$ cat config.mk
export PLATFORM = sky130hd
export DESIGN_NAME = derangement_enumerator_top
export DESIGN_NICKNAME = d
export VERILOG_FILES = /design/src/sv/derang_pkg.sv /design/src/sv/derang_ctrl.sv /design/src/sv/derang_dp.sv /design/src/sv/derangement_enumerator_top.sv
export SDC_FILE = /design/constraint.sdc
export NUM_CORES = 1
export LEC_CHECK = 0
export ABC_AREA = 1
export BUFFER_PORTS_ARGS = -buffer_cell sky130_fd_sc_hd__buf_4
export CELL_PAD_IN_SITES_DETAIL_PLACEMENT = 1
export CELL_PAD_IN_SITES_GLOBAL_PLACEMENT = 2
export CORE_ASPECT_RATIO = 1.5
export CORE_MARGIN = 10
export CORE_UTILIZATION = 41
export CTS_BUF_LIST = sky130_fd_sc_hd__clkbuf_8
export CTS_CLUSTER_SIZE = 10
export DETAILED_ROUTE_END_ITERATION = 8
export PLACE_DENSITY = 0.95
export SLEW_MARGIN = 10
export SYNTH_ARGS = -nofsm -noshare
export SYNTH_HDL_FRONTEND = slang
export SYNTH_SLANG_ARGS = --single-unit
$ cat constraint.sdc
create_clock -name clk -period 3.4 [get_ports clk]
set_input_delay 0.51 -clock clk [delete_from_list [all_inputs] [get_ports clk]]
set_output_delay 0.51 -clock clk [all_outputs]
set_load 0.005 [all_outputs]
$ cat src/sv/derang_pkg.sv
// ----------------------------------------------------------------------------
// derang_pkg
// Shared constants and controller/datapath interface types for the
// derangement enumerator.
// ----------------------------------------------------------------------------
`default_nettype none

package derang_pkg;

    localparam int          MAX_ITEMS_DEF    = 8;
    localparam int          FIELD_W          = 4;
    localparam logic [3:0]  ITEM_COUNT_RESET = 4'd4;

    // commands from controller to datapath
    typedef struct packed {
        logic start;
        logic step;
        logic emit;
        logic exhaust;
    } derang_cmd_t;

    // status from datapath to controller
    typedef struct packed {
        logic skip;
        logic full;
        logic fail;
        logic out_free;
        logic emit_last;
    } derang_status_t;

endpackage

`default_nettype wire

$ cat src/sv/derang_ctrl.sv
// ----------------------------------------------------------------------------
// derang_ctrl
// Request sequencer: accepts a request, runs the backtracking walk one
// step per cycle, then streams the result words or a single exhausted word.
// ----------------------------------------------------------------------------
`default_nettype none

module derang_ctrl import derang_pkg::*;
(
    input  wire logic           clk,
    input  wire logic           rst_n,
    input  wire logic           in_valid,
    output logic                in_ready,
    output derang_cmd_t         cmd,
    input  wire derang_status_t status
);

    typedef enum logic [3:0] {
        ST_IDLE = 4'b0001,
        ST_STEP = 4'b0010,
        ST_EMIT = 4'b0100,
        ST_EXH  = 4'b1000
    } state_t;

    state_t state_reg;
    state_t state_next;

    always_comb
    begin
        state_next = state_reg;
        cmd        = '0;
        in_ready   = 1'b0;
        unique case (state_reg)
            ST_IDLE:
            begin
                in_ready = 1'b1;
                if (in_valid)
                begin
                    cmd.start  = 1'b1;
                    state_next = status.skip ? ST_EXH : ST_STEP;
                end
            end
            ST_STEP:
            begin
                cmd.step = 1'b1;
                if (status.full)
                begin
                    state_next = ST_EMIT;
                end
                else if (status.fail)
                begin
                    state_next = ST_EXH;
                end
            end
            ST_EMIT:
            begin
                if (status.out_free)
                begin
                    cmd.emit = 1'b1;
                    if (status.emit_last)
                    begin
                        state_next = ST_IDLE;
                    end
                end
            end
            ST_EXH:
            begin
                if (status.out_free)
                begin
                    cmd.exhaust = 1'b1;
                    state_next  = ST_IDLE;
                end
            end
            default:
            begin
                state_next = ST_IDLE;
            end
        endcase
    end

    always_ff @(posedge clk or negedge rst_n)
    begin
        if (!rst_n)
        begin
            state_reg <= ST_IDLE;
        end
        else
        begin
            state_reg <= state_next;
        end
    end

endmodule

`default_nettype wire

$ cat src/sv/derang_dp.sv
// ----------------------------------------------------------------------------
// derang_dp
// Walk datapath: slot stack, used mask, candidate pick, count register and
// the output word register.
// ----------------------------------------------------------------------------
`default_nettype none

module derang_dp import derang_pkg::*;
#(
    parameter int MAX_ITEMS = MAX_ITEMS_DEF
)
(
    input  wire logic                   clk,
    input  wire logic                   rst_n,
    input  wire logic                   cfg_wen,
    input  wire logic [FIELD_W-1:0]     cfg_wdata,
    input  wire logic                   restart,
    input  wire derang_cmd_t            cmd,
    output derang_status_t              status,
    output logic                        out_valid,
    input  wire logic                   out_ready,
    output logic [2*FIELD_W-1:0]        out_data,
    output logic                        out_last,
    output logic                        out_exh
);

    localparam int IW = $clog2(MAX_ITEMS);
    localparam int DW = $clog2(MAX_ITEMS + 1);
    localparam int CW = $clog2(MAX_ITEMS + 2);
    localparam logic [FIELD_W-1:0] MAX4 = FIELD_W'(MAX_ITEMS);

    logic [FIELD_W-1:0] slot_reg [MAX_ITEMS];

    logic [FIELD_W-1:0] item_count_reg, item_count_next;
    logic [MAX_ITEMS:0] used_reg, used_next;
    logic [DW-1:0]      depth_reg, depth_next;
    logic [CW-1:0]      cand_reg, cand_next;
    logic               started_reg, started_next;
    logic               done_reg, done_next;
    logic [IW-1:0]      out_idx_reg, out_idx_next;
    logic               out_valid_reg, out_valid_next;
    logic [FIELD_W-1:0] out_pos_reg, out_val_reg;
    logic               out_last_reg, out_exh_reg;

    logic [FIELD_W-1:0] n4;
    logic [DW-1:0]      n;
    logic [DW-1:0]      n_m1;
    logic [DW-1:0]      depth_m1;
    logic [CW-1:0]      depth_p1;
    logic [IW-1:0]      rd_idx;
    logic [FIELD_W-1:0] rd_val;
    logic               pick_ok;
    logic [FIELD_W-1:0] pick_v;
    logic               emit_last;
    logic               out_free;
    logic               out_load;

    always_comb
    begin
        if (item_count_reg == '0)
        begin
            n4 = FIELD_W'(1);
        end
        else if (item_count_reg > MAX4)
        begin
            n4 = MAX4;
        end
        else
        begin
            n4 = item_count_reg;
        end
    end

    assign n        = n4[DW-1:0];
    assign n_m1     = n - DW'(1);
    assign depth_m1 = depth_reg - DW'(1);
    assign depth_p1 = CW'(depth_reg) + CW'(1);

    always_comb
    begin
        priority if (cmd.start)
        begin
            rd_idx = n_m1[IW-1:0];
        end
        else if (cmd.step)
        begin
            rd_idx = depth_m1[IW-1:0];
        end
        else
        begin
            rd_idx = out_idx_reg;
        end
    end

    assign rd_val = slot_reg[rd_idx];

    // lowest free value at or above the candidate, skipping the own position
    always_comb
    begin
        pick_ok = 1'b0;
        pick_v  = '0;
        for (int v = MAX_ITEMS; v >= 1; v--)
        begin
            if ((CW'(v) >= cand_reg) && (DW'(v) <= n) && !used_reg[v]
                && (CW'(v) != depth_p1))
            begin
                pick_ok = 1'b1;
                pick_v  = FIELD_W'(v);
            end
        end
    end

    assign emit_last = ((DW'(out_idx_reg) + DW'(1)) == n);
    assign out_free  = !out_valid_reg || out_ready;
    assign out_load  = cmd.emit || cmd.exhaust;

    always_comb
    begin
        status.skip      = done_reg && !restart;
        status.full      = pick_ok && (depth_p1 == CW'(n));
        status.fail      = !pick_ok && (depth_reg == '0);
        status.out_free  = out_free;
        status.emit_last = emit_last;
    end

    always_comb
    begin
        item_count_next = item_count_reg;
        used_next       = used_reg;
        depth_next      = depth_reg;
        cand_next       = cand_reg;
        started_next    = started_reg;
        done_next       = done_reg;
        out_idx_next    = out_idx_reg;
        out_valid_next  = out_valid_reg;

        if (cfg_wen)
        begin
            item_count_next = cfg_wdata;
            started_next    = 1'b0;
            done_next       = 1'b0;
        end

        if (cmd.start)
        begin
            out_idx_next = '0;
            if (restart || !started_reg)
            begin
                used_next    = '0;
                depth_next   = '0;
                cand_next    = CW'(1);
                started_next = 1'b1;
                done_next    = 1'b0;
            end
            else if (!done_reg)
            begin
                depth_next                = n_m1;
                used_next[rd_val[DW-1:0]] = 1'b0;
                cand_next                 = CW'(rd_val) + CW'(1);
            end
        end

        if (cmd.step)
        begin
            if (pick_ok)
            begin
                used_next[pick_v[DW-1:0]] = 1'b1;
                depth_next                = depth_reg + DW'(1);
                cand_next                 = CW'(1);
            end
            else if (depth_reg != '0)
            begin
                depth_next                = depth_m1;
                used_next[rd_val[DW-1:0]] = 1'b0;
                cand_next                 = CW'(rd_val) + CW'(1);
            end
            else
            begin
                done_next = 1'b1;
            end
        end

        if (cmd.emit)
        begin
            out_idx_next = emit_last ? '0 : out_idx_reg + IW'(1);
        end

        if (out_load)
        begin
            out_valid_next = 1'b1;
        end
        else if (out_ready)
        begin
            out_valid_next = 1'b0;
        end
    end

    always_ff @(posedge clk or negedge rst_n)
    begin
        if (!rst_n)
        begin
            item_count_reg <= ITEM_COUNT_RESET;
            used_reg       <= '0;
            depth_reg      <= '0;
            cand_reg       <= CW'(1);
            started_reg    <= 1'b0;
            done_reg       <= 1'b0;
            out_idx_reg    <= '0;
            out_valid_reg  <= 1'b0;
        end
        else
        begin
            item_count_reg <= item_count_next;
            used_reg       <= used_next;
            depth_reg      <= depth_next;
            cand_reg       <= cand_next;
            started_reg    <= started_next;
            done_reg       <= done_next;
            out_idx_reg    <= out_idx_next;
            out_valid_reg  <= out_valid_next;
        end
    end

    // slot stack and output word, no reset
    always_ff @(posedge clk)
    begin
        if (cmd.step && pick_ok)
        begin
            slot_reg[depth_reg[IW-1:0]] <= pick_v;
        end
        if (cmd.emit)
        begin
            out_pos_reg  <= FIELD_W'(out_idx_reg) + FIELD_W'(1);
            out_val_reg  <= rd_val;
            out_last_reg <= emit_last;
            out_exh_reg  <= 1'b0;
        end
        else if (cmd.exhaust)
        begin
            out_pos_reg  <= '0;
            out_val_reg  <= '0;
            out_last_reg <= 1'b1;
            out_exh_reg  <= 1'b1;
        end
    end

    assign out_valid = out_valid_reg;
    assign out_data  = {out_val_reg, out_pos_reg};
    assign out_last  = out_last_reg;
    assign out_exh   = out_exh_reg;

endmodule

`default_nettype wire

$ cat src/sv/derangement_enumerator_top.sv
// ----------------------------------------------------------------------------
// derangement_enumerator_top
// Lists the derangements of 1..n in lexicographic order, one per request.
//
//   channel   dir   words per request           payload
//   s_axis    in    1                           tdata: restart
//   m_axis    out   n, or 1 when exhausted      tdata: position, value
//                                               tlast: last, tuser: exhausted
//   cfg       in    write only                  cfg_wdata: item_count
//
// a request is taken, then the walk runs its placement and backtrack steps,
// then the result words stream out
// a request after the list has run out skips the walk; one request is in work at a time
// s_axis_tready is high only while idle; m_axis stalls hold the emit, never the walk
// reset clears the walk and sets item_count to 4; a cfg write also restarts
// ----------------------------------------------------------------------------
`default_nettype none

module derangement_enumerator_top import derang_pkg::*;
#(
    parameter int MAX_ITEMS = MAX_ITEMS_DEF
)
(
    input  wire logic                 clk,
    input  wire logic                 rst_n,
    input  wire logic                 s_axis_tvalid,
    output logic                      s_axis_tready,
    input  wire logic [7:0]           s_axis_tdata,   // restart
    output logic                      m_axis_tvalid,
    input  wire logic                 m_axis_tready,
    output logic [2*FIELD_W-1:0]      m_axis_tdata,   // position, value
    output logic                      m_axis_tlast,
    output logic                      m_axis_tuser,   // exhausted
    input  wire logic                 cfg_wen,
    input  wire logic [FIELD_W-1:0]   cfg_wdata       // item_count
);

    derang_cmd_t    cmd;
    derang_status_t status;

    derang_ctrl u_ctrl
    (
        .clk      (clk),
        .rst_n    (rst_n),
        .in_valid (s_axis_tvalid),
        .in_ready (s_axis_tready),
        .cmd      (cmd),
        .status   (status)
    );

    derang_dp #(
        .MAX_ITEMS (MAX_ITEMS)
    ) u_dp
    (
        .clk       (clk),
        .rst_n     (rst_n),
        .cfg_wen   (cfg_wen),
        .cfg_wdata (cfg_wdata),
        .restart   (s_axis_tdata[0]),
        .cmd       (cmd),
        .status    (status),
        .out_valid (m_axis_tvalid),
        .out_ready (m_axis_tready),
        .out_data  (m_axis_tdata),
        .out_last  (m_axis_tlast),
        .out_exh   (m_axis_tuser)
    );

endmodule

`default_nettype wire

Word level (Yosys, flattened, before mapping)
Memories as Yosys holds them, arrays and structs flattened.
Index checks and enable logic that the tools add are counted.
{"block": "totals", "reg_bits": 41, "ramBits": 32, "input_bits": 17, "out_inout_bits": 12, "wordCells": 194, "mem_count": 1}
{"name": "u_dp.slot_reg", "depth": 8, "word_bits": 4, "read_ports": 1, "rd_ports_with_merged_regs": 0, "wr": 1, "line_no": "derang_dp.sv:32", "source": "logic [FIELD_W-1:0] slot_reg [MAX_ITEMS];"}
{"block": "classes", "addsub": 6, "n_lt_le_gt_ge": 21, "eq_ne": 19, "muxes": 78, "n_bitwise": 4, "n_reduce_logical": 52}
{"op": "$mux 4", "count": 32}
{"op": "$mux 9", "count": 6}
{"op": "$mux 1", "count": 32}
{"op": "$logic_and 1x1->1", "count": 30}
{"op": "$and 9x9->9", "count": 2}
{"op": "$ge 3x4->1 const A", "count": 4}
{"op": "$le 3x4->1 const A", "count": 4}
{"op": "$ne 3x4->1 const A", "count": 4}
{"op": "$pmux 4 s4", "count": 1}
{"op": "$mux 3", "count": 5}
{"op": "$logic_not 1->1", "count": 12}
{"op": "$lt 4x5->1 const B", "count": 2}
{"op": "$not 9->9", "count": 1}
{"op": "$or 9x9->9", "count": 1}
{"op": "$add 4x1->4 const B", "count": 2}
{"op": "$demux 1 s4", "count": 2}
{"op": "$eq 4x4->1", "count": 2}
{"op": "$ge 2x4->1 const A", "count": 2}
{"op": "$ge 4x1->1 const B", "count": 2}
{"op": "$le 2x4->1 const A", "count": 2}
{"op": "$logic_not 4->1", "count": 2}
{"op": "$ne 2x4->1 const A", "count": 2}
{"op": "$sub 4x1->4 const B", "count": 2}
{"op": "$ne 2x1->1 const B", "count": 3}
{"op": "19 further kinds", "count": 23}

Depth between registers and ports, before layout
Gate-level depths: netlist of the first run.
{"block": "depth", "word_depth": 22, "ltp_mapped": 19, "depth_no_buf": 19}

Cells and area by module
A second synthesis of the first run with hierarchy kept.
{"block": "unflattened", "cells_unflattened": 540, "area_unflattened_um2": 4386.7}
{"mod": "derang_dp", "instances": 1, "cells_each": 494, "area_each_um2": 4097.7, "seq_area_each_um2": 1904.3}
{"mod": "derang_ctrl", "instances": 1, "cells_each": 46, "area_each_um2": 289.0, "seq_area_each_um2": 101.3}

Least setup slack after synthesis of the first run
OpenSTA, ideal clock, no wires.
{"block": "synth_timing", "path_type": "reg2reg", "from": "reg u_ctrl.state_reg[0]", "to": "reg u_dp.cand_reg[2]", "setup_ns": 0.117, "arrival_time_ns": 2.245, "slack_ns": 1.038, "path_stages_with_launch": 19, "path_buffers": 2, "path_cell_list": "dfstp_2 inv_1 nor2_1 nand3_1 buf_2 nand3_4 buf_4 nand3_1 nand3_1 nand3_1 nand2_1 inv_2 ha_1 inv_1 nand2_1 a21oi_1 o22ai_1 nand2_1 nand2_1"}
{"block": "synth_via", "elab_chain_cells": 12, "elab_cells_between_ends": 14}
{"element": "start, declared", "line_no": "derang_ctrl.sv:25", "source": "state_t state_reg;"}
{"element": "start signal, assigned", "line_no": "derang_ctrl.sv:89", "source": "state_reg <= state_next;"}
{"element": "$eq 4x2->1", "line_no": "derang_ctrl.sv:33", "source": "unique case (state_reg)"}
{"element": "$mux 1", "line_no": "derang_ctrl.sv:33"}
{"element": "$mux 3", "line_no": "derang_dp.sv:85", "source": "else if (cmd.step)"}
{"element": "$mux 3 (*)", "line_no": "derang_dp.sv:81", "source": "priority if (cmd.start)"}
{"element": "$mem_v2 8x4 (*)"}
{"element": "named net u_dp.rd_val[1]", "line_no": "derang_dp.sv:51", "source": "logic [FIELD_W-1:0] rd_val;"}
{"element": "$add 4x1->4 (*)", "line_no": "derang_dp.sv:159, derang_dp.sv:175"}
{"element": "$mux 4", "line_no": "derang_dp.sv:155", "source": "else if (!done_reg)"}
{"element": "$mux 4", "line_no": "derang_dp.sv:147", "source": "if (restart || !started_reg)"}
{"element": "$mux 4", "line_no": "derang_dp.sv:144", "source": "if (cmd.start)"}
{"element": "$mux 4", "line_no": "derang_dp.sv:171", "source": "else if (depth_reg != '0)"}
{"element": "$mux 4", "line_no": "derang_dp.sv:165", "source": "if (pick_ok)"}
{"element": "$mux 4 (*)", "line_no": "derang_dp.sv:163", "source": "if (cmd.step)"}
{"element": "named net u_dp.cand_next[2]", "line_no": "derang_dp.sv:37", "source": "logic [CW-1:0] cand_reg, cand_next;"}
{"element": "end signal, assigned", "line_no": "derang_dp.sv:216", "source": "cand_reg <= cand_next;"}
{"element": "end, declared", "line_no": "derang_dp.sv:37"}
Mark *: on every way through the listed nets, which the timed path passes. The rest lies on a longest branch.
A chain may end at the register's enable or synchronous reset.

Worst setup path after layout of the first run
{"block": "layout_timing", "from": "reg u_dp.depth_reg[0]", "to": "mem u_dp.slot_reg[5][3] (enable)"}
{"block": "layout_via", "elab_chain_cells": 14, "elab_cells_between_ends": 28}
{"element": "start, declared", "line_no": "derang_dp.sv:36", "source": "logic [DW-1:0] depth_reg, depth_next;"}
{"element": "start signal, assigned", "line_no": "derang_dp.sv:215", "source": "depth_reg <= depth_next;"}
{"element": "$add 4x1->4", "line_no": "derang_dp.sv:77", "source": "assign depth_p1 = CW'(depth_reg) + CW'(1);"}
{"element": "$ne 4x4->1", "line_no": "derang_dp.sv:105", "source": "&& (CW'(v) != depth_p1))"}
{"element": "$logic_and 1x1->1", "line_no": "derang_dp.sv:105"}
{"element": "$mux 1 (8 in series)", "line_no": "derang_dp.sv:104", "source": "if ((CW'(v) >= cand_reg) && (DW'(v) <= n) && !used_reg[v]"}
{"element": "$logic_and 1x1->1", "line_no": "derang_dp.sv:227", "source": "if (cmd.step && pick_ok)"}
{"element": "$mux 1", "line_no": "derang_dp.sv:227"}
{"element": "$mux 1 (implied by the code)", "line_no": "derang_dp.sv:229", "source": "slot_reg[depth_reg[IW-1:0]] <= pick_v;"}
{"element": "end, declared", "line_no": "derang_dp.sv:32"}
Parallel ways exist; a longest one is shown, timed or not.

==> run_results.csv, run 1 <==
group,metric,value,unit
placed_design,place.gp.congestion,0.889,
route,via_per_inst,5.46,
worst_hold_path,hold_class,"in -> async",
logic_synthesis,synthFlopType,"edfxtp_1",
timing,tns,0,ps
cts,htree_levels,3,
cts,clock_sinks,72,
logic_synthesis,synth.ff_latch_count,72,
floorplan,ioPinCount,29,
cts,cts_buffers,9,
worst_setup_path,rr_startpoint,"u_dp.depth_reg[0]",
worst_setup_path,rrSetupSlack,420,ps
grt,grt_usage,0.171,
cells_and_area,num_antenna_cells,0,
route,drc_errors,0,
logic_synthesis,synth_edf_count,41,
logic_synthesis,synth_top_cell_by_area,"edfxtp_1",
timing,post-route-min-period,2980,ps
worst_setup_path,critical_path_class,"reg -> reg",
cts,path_clk_slew,90,ps
worst_setup_path,worstSetupEndpointType,"flip-flop",
floorplan,die_h,143,um
timing,timing.final.crit_share,0.877,
timing,slew_headroom,0.467,
logic_synthesis,synth.distinct_cells,49,
route,drtIter0Drc,134,
route,post_drt_wl_per_cell,18.3,um
route,ant_nets,0,
cts,cts_buffer_depth,2,
placed_design,dp_hpwl,9230,um
floorplan,die_area,0.0146,sq mm
cells_and_area,final_area,0.00462,sq mm
grt,overflow,0,
cells_and_area,layout-drive-gt1-share,0.160,
floorplan,core_area,0.00974,sq mm
floorplan,start_util,0.424,
logic_synthesis,async_flop_share,0.417,
logic_synthesis,synthTopCellsByArea,"edfxtp_1 30%, dfrtp_1 16%, nand2_1 9.2%, inv_1 6.6%, nand3_1 6.5%",
route,drt-total-wl,11700,um
logic_synthesis,yosys-top-cells-count,"101 x nand2_1, 73 x inv_1, 54 x nand3_1, 41 x edfxtp_1, 31 x nor2_1",
power,power.density,1060,mW/mm^2
power,p_leak,0.00208,uW
worst_setup_path,rr_worst_depth,14,
floorplan,std_cell_rows,44,
cells_and_area,largest_reg_flops,32,
cells_and_area,syn_to_final_growth,11.9,%
cts,cts_tree,"built",
outcome,status,"finished clean",
logic_synthesis,yosys_warnings,0,
worst_setup_path,cp.arrival,2990,ps
worst_setup_path,required,3410,ps
timing,rsz0062_at_grt,"no",
grt,grt_antenna_before_repair,0,
timing,fin_skew,11.7,ps
route,vias,3501,
cts,cts_resized,0,
logic_synthesis,syn_inst,489,
timing,finalHoldViolations,0,
cts,ctsHoldBuffers,0,
floorplan,die_w,102,um
logic_synthesis,synth_nets,515,
timing,fmax,0.335,GHz
logic_synthesis,synth-seq-area-share,0.486,
worst_setup_path,r2r-end,"u_dp.slot_reg[5][3]",
logic_synthesis,synth_most_common_cell,"nand2_1",
placed_design,place_area,0.00443,sq mm
logic_synthesis,synth_area,0.00413,sq mm
placed_design,portBuffers,21,
logic_synthesis,netlist.area_leader.share,0.298,
cts,clock_latency,370,ps
logic_synthesis,syn_avg_cell_area,8.45,sq um
grt,grt_max_degree,31,
cts,cts_setup_buffers,0,
worst_setup_path,cp_max_fo,9,
timing,setup_viol_count_final,0,
cells_and_area,nets,547,
power,ir_worst_vdd,0.000557,V
worst_setup_path,critPathLaunch,"u_dp.depth_reg[0]",
grt,grt_pass1_wl,19000,um
route,dr.pass1.iters,5,
worst_setup_path,start_kind,"flip-flop",
cts,root_buffer,"clkbuf_8",
run,max-cap-violations,0,
timing,tightest_slew,794,ps
grt,grt_pass1_vias,3724,
timing,drv_slew,0,
## worst max-delay path by stage
stage / depth (start not counted) / slack [ps] / endpoint
6_report: 14 / 420 / u_dp.slot_reg[5][3]
5_1_grt: 14 / 150 / u_dp.slot_reg[5][3]
4_1_cts: 14 / 420 / u_dp.slot_reg[5][3]
3_5_place_dp: 14 / 470 / u_dp.slot_reg[5][1]
3_3_place_gp: 17 / 550 / u_dp.used_reg[2]
2_1_floorplan: 18 / 1040 / u_dp.cand_reg[2]
## final cells by class
| cell class | instances | area, sq um |
|---|---|---|
| multi-input cells | 327 | 1760 |
| well taps | 115 | 144 |
| fillers | 1174 | 5120 |
| inverters | 83 | 312 |
| clock buffers | 9 | 124 |
| flip-flops and latches | 72 | 2010 |
| repair buffers | 28 | 210 |
| clock inverters | 7 | 62.6 |
## layout by cell type (no fill, tap or decap), types with 2 or more instances in the layout
cell / instances
nor2_1: 31
o21ai_2: 2
o211ai_1: 2
edfxtp_1: 41
buf_4: 28
inv_6: 2
inv_2: 9
clkinv_4: 3
nand3_1: 54
inv_1: 73
clkbuf_8: 9
o31ai_1: 3
o22ai_1: 2
xor2_1: 6
nor4_1: 2
nor2_4: 2
ha_1: 9
nand4_1: 7
o22ai_2: 2
nor3_1: 15
o21ai_0: 22
nand2_2: 5
dfrtp_1: 27
o21ai_1: 17
a21oi_1: 14
nand2_1: 101
nand3b_1: 3
o221ai_1: 2
xnor2_1: 2
nor2_2: 5
nand3_2: 2
dfstp_2: 3
nand2_4: 3
## power breakdown
part,total [uW],switching [uW],internal (uW),leakage (uW)
Clock,642,365,278,0.0000923
Combinational,2870,2040,832,0.00122
Sequential,1390,143,1250,0.000767
Total,4900,2540,2360,0.00208
## logic make-up (layout without fill, tap and decap cells)
group	Yosys count	after routing	share of synthesized area
xor gates and xnor gates	9	9	0.0209
DFF	72	72	0.486
and+or+nand+nor	235	235	0.268
adders and majority gates	9	9	0.0273
buffers and inverters	90	127	0.0875
AOI/OAI and AO/OA	72	72	0.105
muxes	2	2	0.00515
## worst max-delay path, stage by stage, from the launching register on
cell	delay (ps)
dfrtp_1	490
ha_1	260
inv_1	110
nand2_1	70
nand2_1	190
inv_1	80
nand2_2	110
o21ai_1	80
nand2_1	140
nor2_4	80
nand3_2	120
nand2_4	110
inv_1	120
nand2_1	110
nor3_1	530
## routing by layer
metal / wire [um] / vias to the layer above / track usage
li1: - / 1688 / -
met1: 4510 / 1719 / 0.177
met2: 6360 / 55 / 0.310
met3: 231 / 39 / 0.0295
met4: 607 / 0 / 0.102
met5: 0 / - / 0
## metrics by stage
stage / total power, uW / cells / hold WS (ps) / worst slack, ps / utilization
2_1_floorplan: 3370 / 489 / 214 / 1040 / -
3_3_place_gp: 4160 / 625 / 465 / 547 / 0.455
3_5_place_dp: 4260 / 625 / 477 / 472 / 0.455
4_1_cts: 4920 / 641 / 76.9 / 423 / 0.474
5_1_grt: 5300 / 641 / 87.0 / 149 / 0.474
6_report: 4900 / 641 / 65.5 / 418 / 0.474
Note: power is estimated with default switching activity, not from simulation.
==> run 2, diff against run 1 <==
- ABC_AREA: 1 -> unset
- CORE_UTILIZATION: 41 -> 45
==> run 2 against run 1 <==
Clock power rose by 5.9%. Clock skew fell by 0.84 ps. Non-clock buffer count rose by 24. First-iteration DRC count rose by 61%. Flip-flop and latch count did not move. Power fell by 15%. Global-route usage rose by 1.1 points. Cell count fell by 15%. Critical path depth fell by 5.
==> run_results.csv, run 2 <==
group,metric,value,unit
worst_setup_path,crit_buf_inv,1,
worst_setup_path,critical_path_class,"reg -> reg",
logic_synthesis,yosys-top-cells-count,"41 x edfxtp_1, 34 x nor2_1, 27 x dfrtp_1, 27 x nand2_1, 21 x mux2i_1",
floorplan,ioPinCount,29,
logic_synthesis,synth_nets,415,
logic_synthesis,synthTopCellsByArea,"edfxtp_1 30%, dfrtp_1 16%, mux2i_1 5.1%, nor2_1 3.1%, ha_1 2.7%",
timing,slew_headroom,0.324,
route,vias,3373,
cells_and_area,finalNonFillerCells,545,
route,ant_nets,0,
cells_and_area,multi_input_area,0.00198,sq mm
power,p_leak,0.00192,uW
grt,grt_antenna_before_repair,0,
cts,path_clk_slew,80,ps
logic_synthesis,netlist.area_leader.share,0.297,
logic_synthesis,synth_top_cell_by_area,"edfxtp_1",
worst_setup_path,path_delay_family,"multiplexers",
logic_synthesis,synth.distinct_cells,69,
floorplan,die_w,98.4,um
placed_design,place.gp.congestion,0.857,
placed_design,portBuffers,21,
logic_synthesis,muxShareOfSynthArea,0.0924,
floorplan,core_area,0.00893,sq mm
cells_and_area,num_antenna_cells,0,
cells_and_area,n_fill_cell,992,
logic_synthesis,yosys_warnings,0,
logic_synthesis,synth_area,0.00415,sq mm
logic_synthesis,synth_top_family_by_area,"simple AND/OR/NAND/NOR gates",
logic_synthesis,synth.ff_latch_count,72,
logic_synthesis,synthAdderAreaFrac,0.0272,
logic_synthesis,synthFlopType,"edfxtp_1",
route,drtIter0Drc,216,
timing,post-route-min-period,3250,ps
route,post_drt_wl_per_cell,22.1,um
route,drc_errors,0,
logic_synthesis,synth_edf_count,41,
timing,fmax,0.308,GHz
cells_and_area,nets,456,
logic_synthesis,async_flop_share,0.417,
worst_setup_path,worstSetupEndpointType,"flip-flop",
timing,finalHoldViolations,0,
logic_synthesis,synth-compound-area-share,0.158,
worst_setup_path,crit_slowest_cell,"mux4_1",
cells_and_area,final_area,0.00478,sq mm
cells_and_area,layout_commonest_cell,"buf_4",
grt,grt_pass1_vias,3528,
power,power.density,872,mW/mm^2
grt,overflow,0,
route,dr.pass1.iters,4,
cts,cts_buffer_depth,2,
logic_synthesis,yosys.area_share.simple,0.170,
worst_setup_path,cp.arrival,3500,ps
cells_and_area,syn_to_final_growth,15.4,%
worst_setup_path,crit_top_cell,"mux2i_1",
cts,cts_tree,"built",
floorplan,start_util,0.464,
worst_hold_path,hold_class,"in -> async",
cts,cts_buffers,9,
timing,drv_slew,0,
timing,tightest_slew,1010,ps
logic_synthesis,yosys.area_share.xor_xnor,0.0244,
power,ir_worst_vdd,0.000360,V
logic_synthesis,syn_inst,389,
cts,root_buffer,"clkbuf_8",
timing,tns,0,ps
floorplan,die_area,0.0135,sq mm
logic_synthesis,synth_most_common_cell,"edfxtp_1",
timing,timing.final.crit_share,0.955,
worst_setup_path,start_kind,"flip-flop",
route,drt-total-wl,12000,um
placed_design,dp_hpwl,9180,um
logic_synthesis,synth-seq-area-share,0.484,
worst_setup_path,cp_cell_sequence,"or4b_4 -> mux2i_1 -> mux2i_1 -> buf_6 -> mux4_1 -> mux2i_4 -> a21boi_4 -> nand3_1 -> a31o_1",
run,max-cap-violations,0,
timing,whs,88.2,ps
cells_and_area,seq_area,0.00201,sq mm
floorplan,std_cell_rows,42,
cts,ctsHoldBuffers,0,
placed_design,place_area,0.00456,sq mm
worst_setup_path,required,3650,ps
grt,grt_usage,0.181,
cells_and_area,layout_common_cells,"51 x buf_4, 41 x edfxtp_1, 34 x nor2_1",
worst_setup_path,cp_max_fo,11,
outcome,status,"finished clean",
timing,rsz0062_at_grt,"no",
grt,grt_max_degree,31,
grt,grt_pass1_wl,19300,um
cells_and_area,layout-drive-gt1-share,0.221,
cells_and_area,final_util,0.535,
route,via_per_inst,6.19,
timing,setup_viol_count_final,0,
floorplan,die_h,138,um
placed_design,dp_cells,529,
logic_synthesis,syn_avg_cell_area,10.7,sq um
worst_setup_path,slowest_delay,620,ps
cts,clock_latency,360,ps
cells_and_area,largest_reg_flops,32,
timing,fin_skew,10.8,ps
cts,clock_sinks,72,
cts,htree_levels,3,
run 2: layout make-up:
class                           instances  share of cell area
Clock buffer                            9              0.0259
Inverter                               18              0.0141
Clock inverter                          7              0.0149
Tap cell                              110              0.0288
Multi-Input combinational cell        277               0.414
Sequential cell                        72               0.419
Timing Repair Buffer                   52              0.0824
run 2: worst paths after layout:
kind | slack (ps) | endpoint | from | depth (start not counted)
worst max-delay path | 150 | u_dp.used_reg[3] | u_ctrl.state_reg[3] | 9
worst min register to register | 510 | u_dp.used_reg[3] | u_dp.used_reg[3] | 1
max in group asynchronous | 2980 | u_dp.cand_reg[0] | rst_n | 1
worst min-delay path | 90 | u_dp.started_reg | rst_n | 1
worst max register to register | 150 | u_dp.used_reg[3] | u_ctrl.state_reg[3] | 9
min in group clk | 380 | u_dp.started_reg | cfg_wen | 2
run 2: cells by family after synthesis:
| logic type | Yosys count |
|---|---|
| simple gates | 133 |
| mux | 32 |
| flops | 72 |
| buf+inv | 40 |
| xor+xnor | 10 |
| compound gates | 93 |
| fa+ha+maj | 9 |
run 2: metal layers:
layer  up-vias  GRT usage  part of all wire
li1       1549          -                 -
met1      1708      0.193              0.38
met2        88      0.339              0.55
met3        28     0.0291             0.039
met4         0     0.0855             0.033
met5         -          0                 0
run 2: through the flow:
step,power [uW],setup slack (ps)
6_report,4170,154
5_1_grt,4430,25.2
4_1_cts,4150,110
3_5_place_dp,3450,124
3_3_place_gp,3350,200
2_1_floorplan,2710,71.8
run 2: power by group:
group	leakage (uW)	total (uW)	switching, uW	internal, uW
Combinational	0.00105	2150	1280	868
Clock	0.0000916	680	342	338
Sequential	0.000775	1340	163	1180
run 2: what timing repair did:
action,4_1_cts,5_1_grt
resized for setup,0,8
buffers inserted,0,0
setup endpoints to repair,0,5
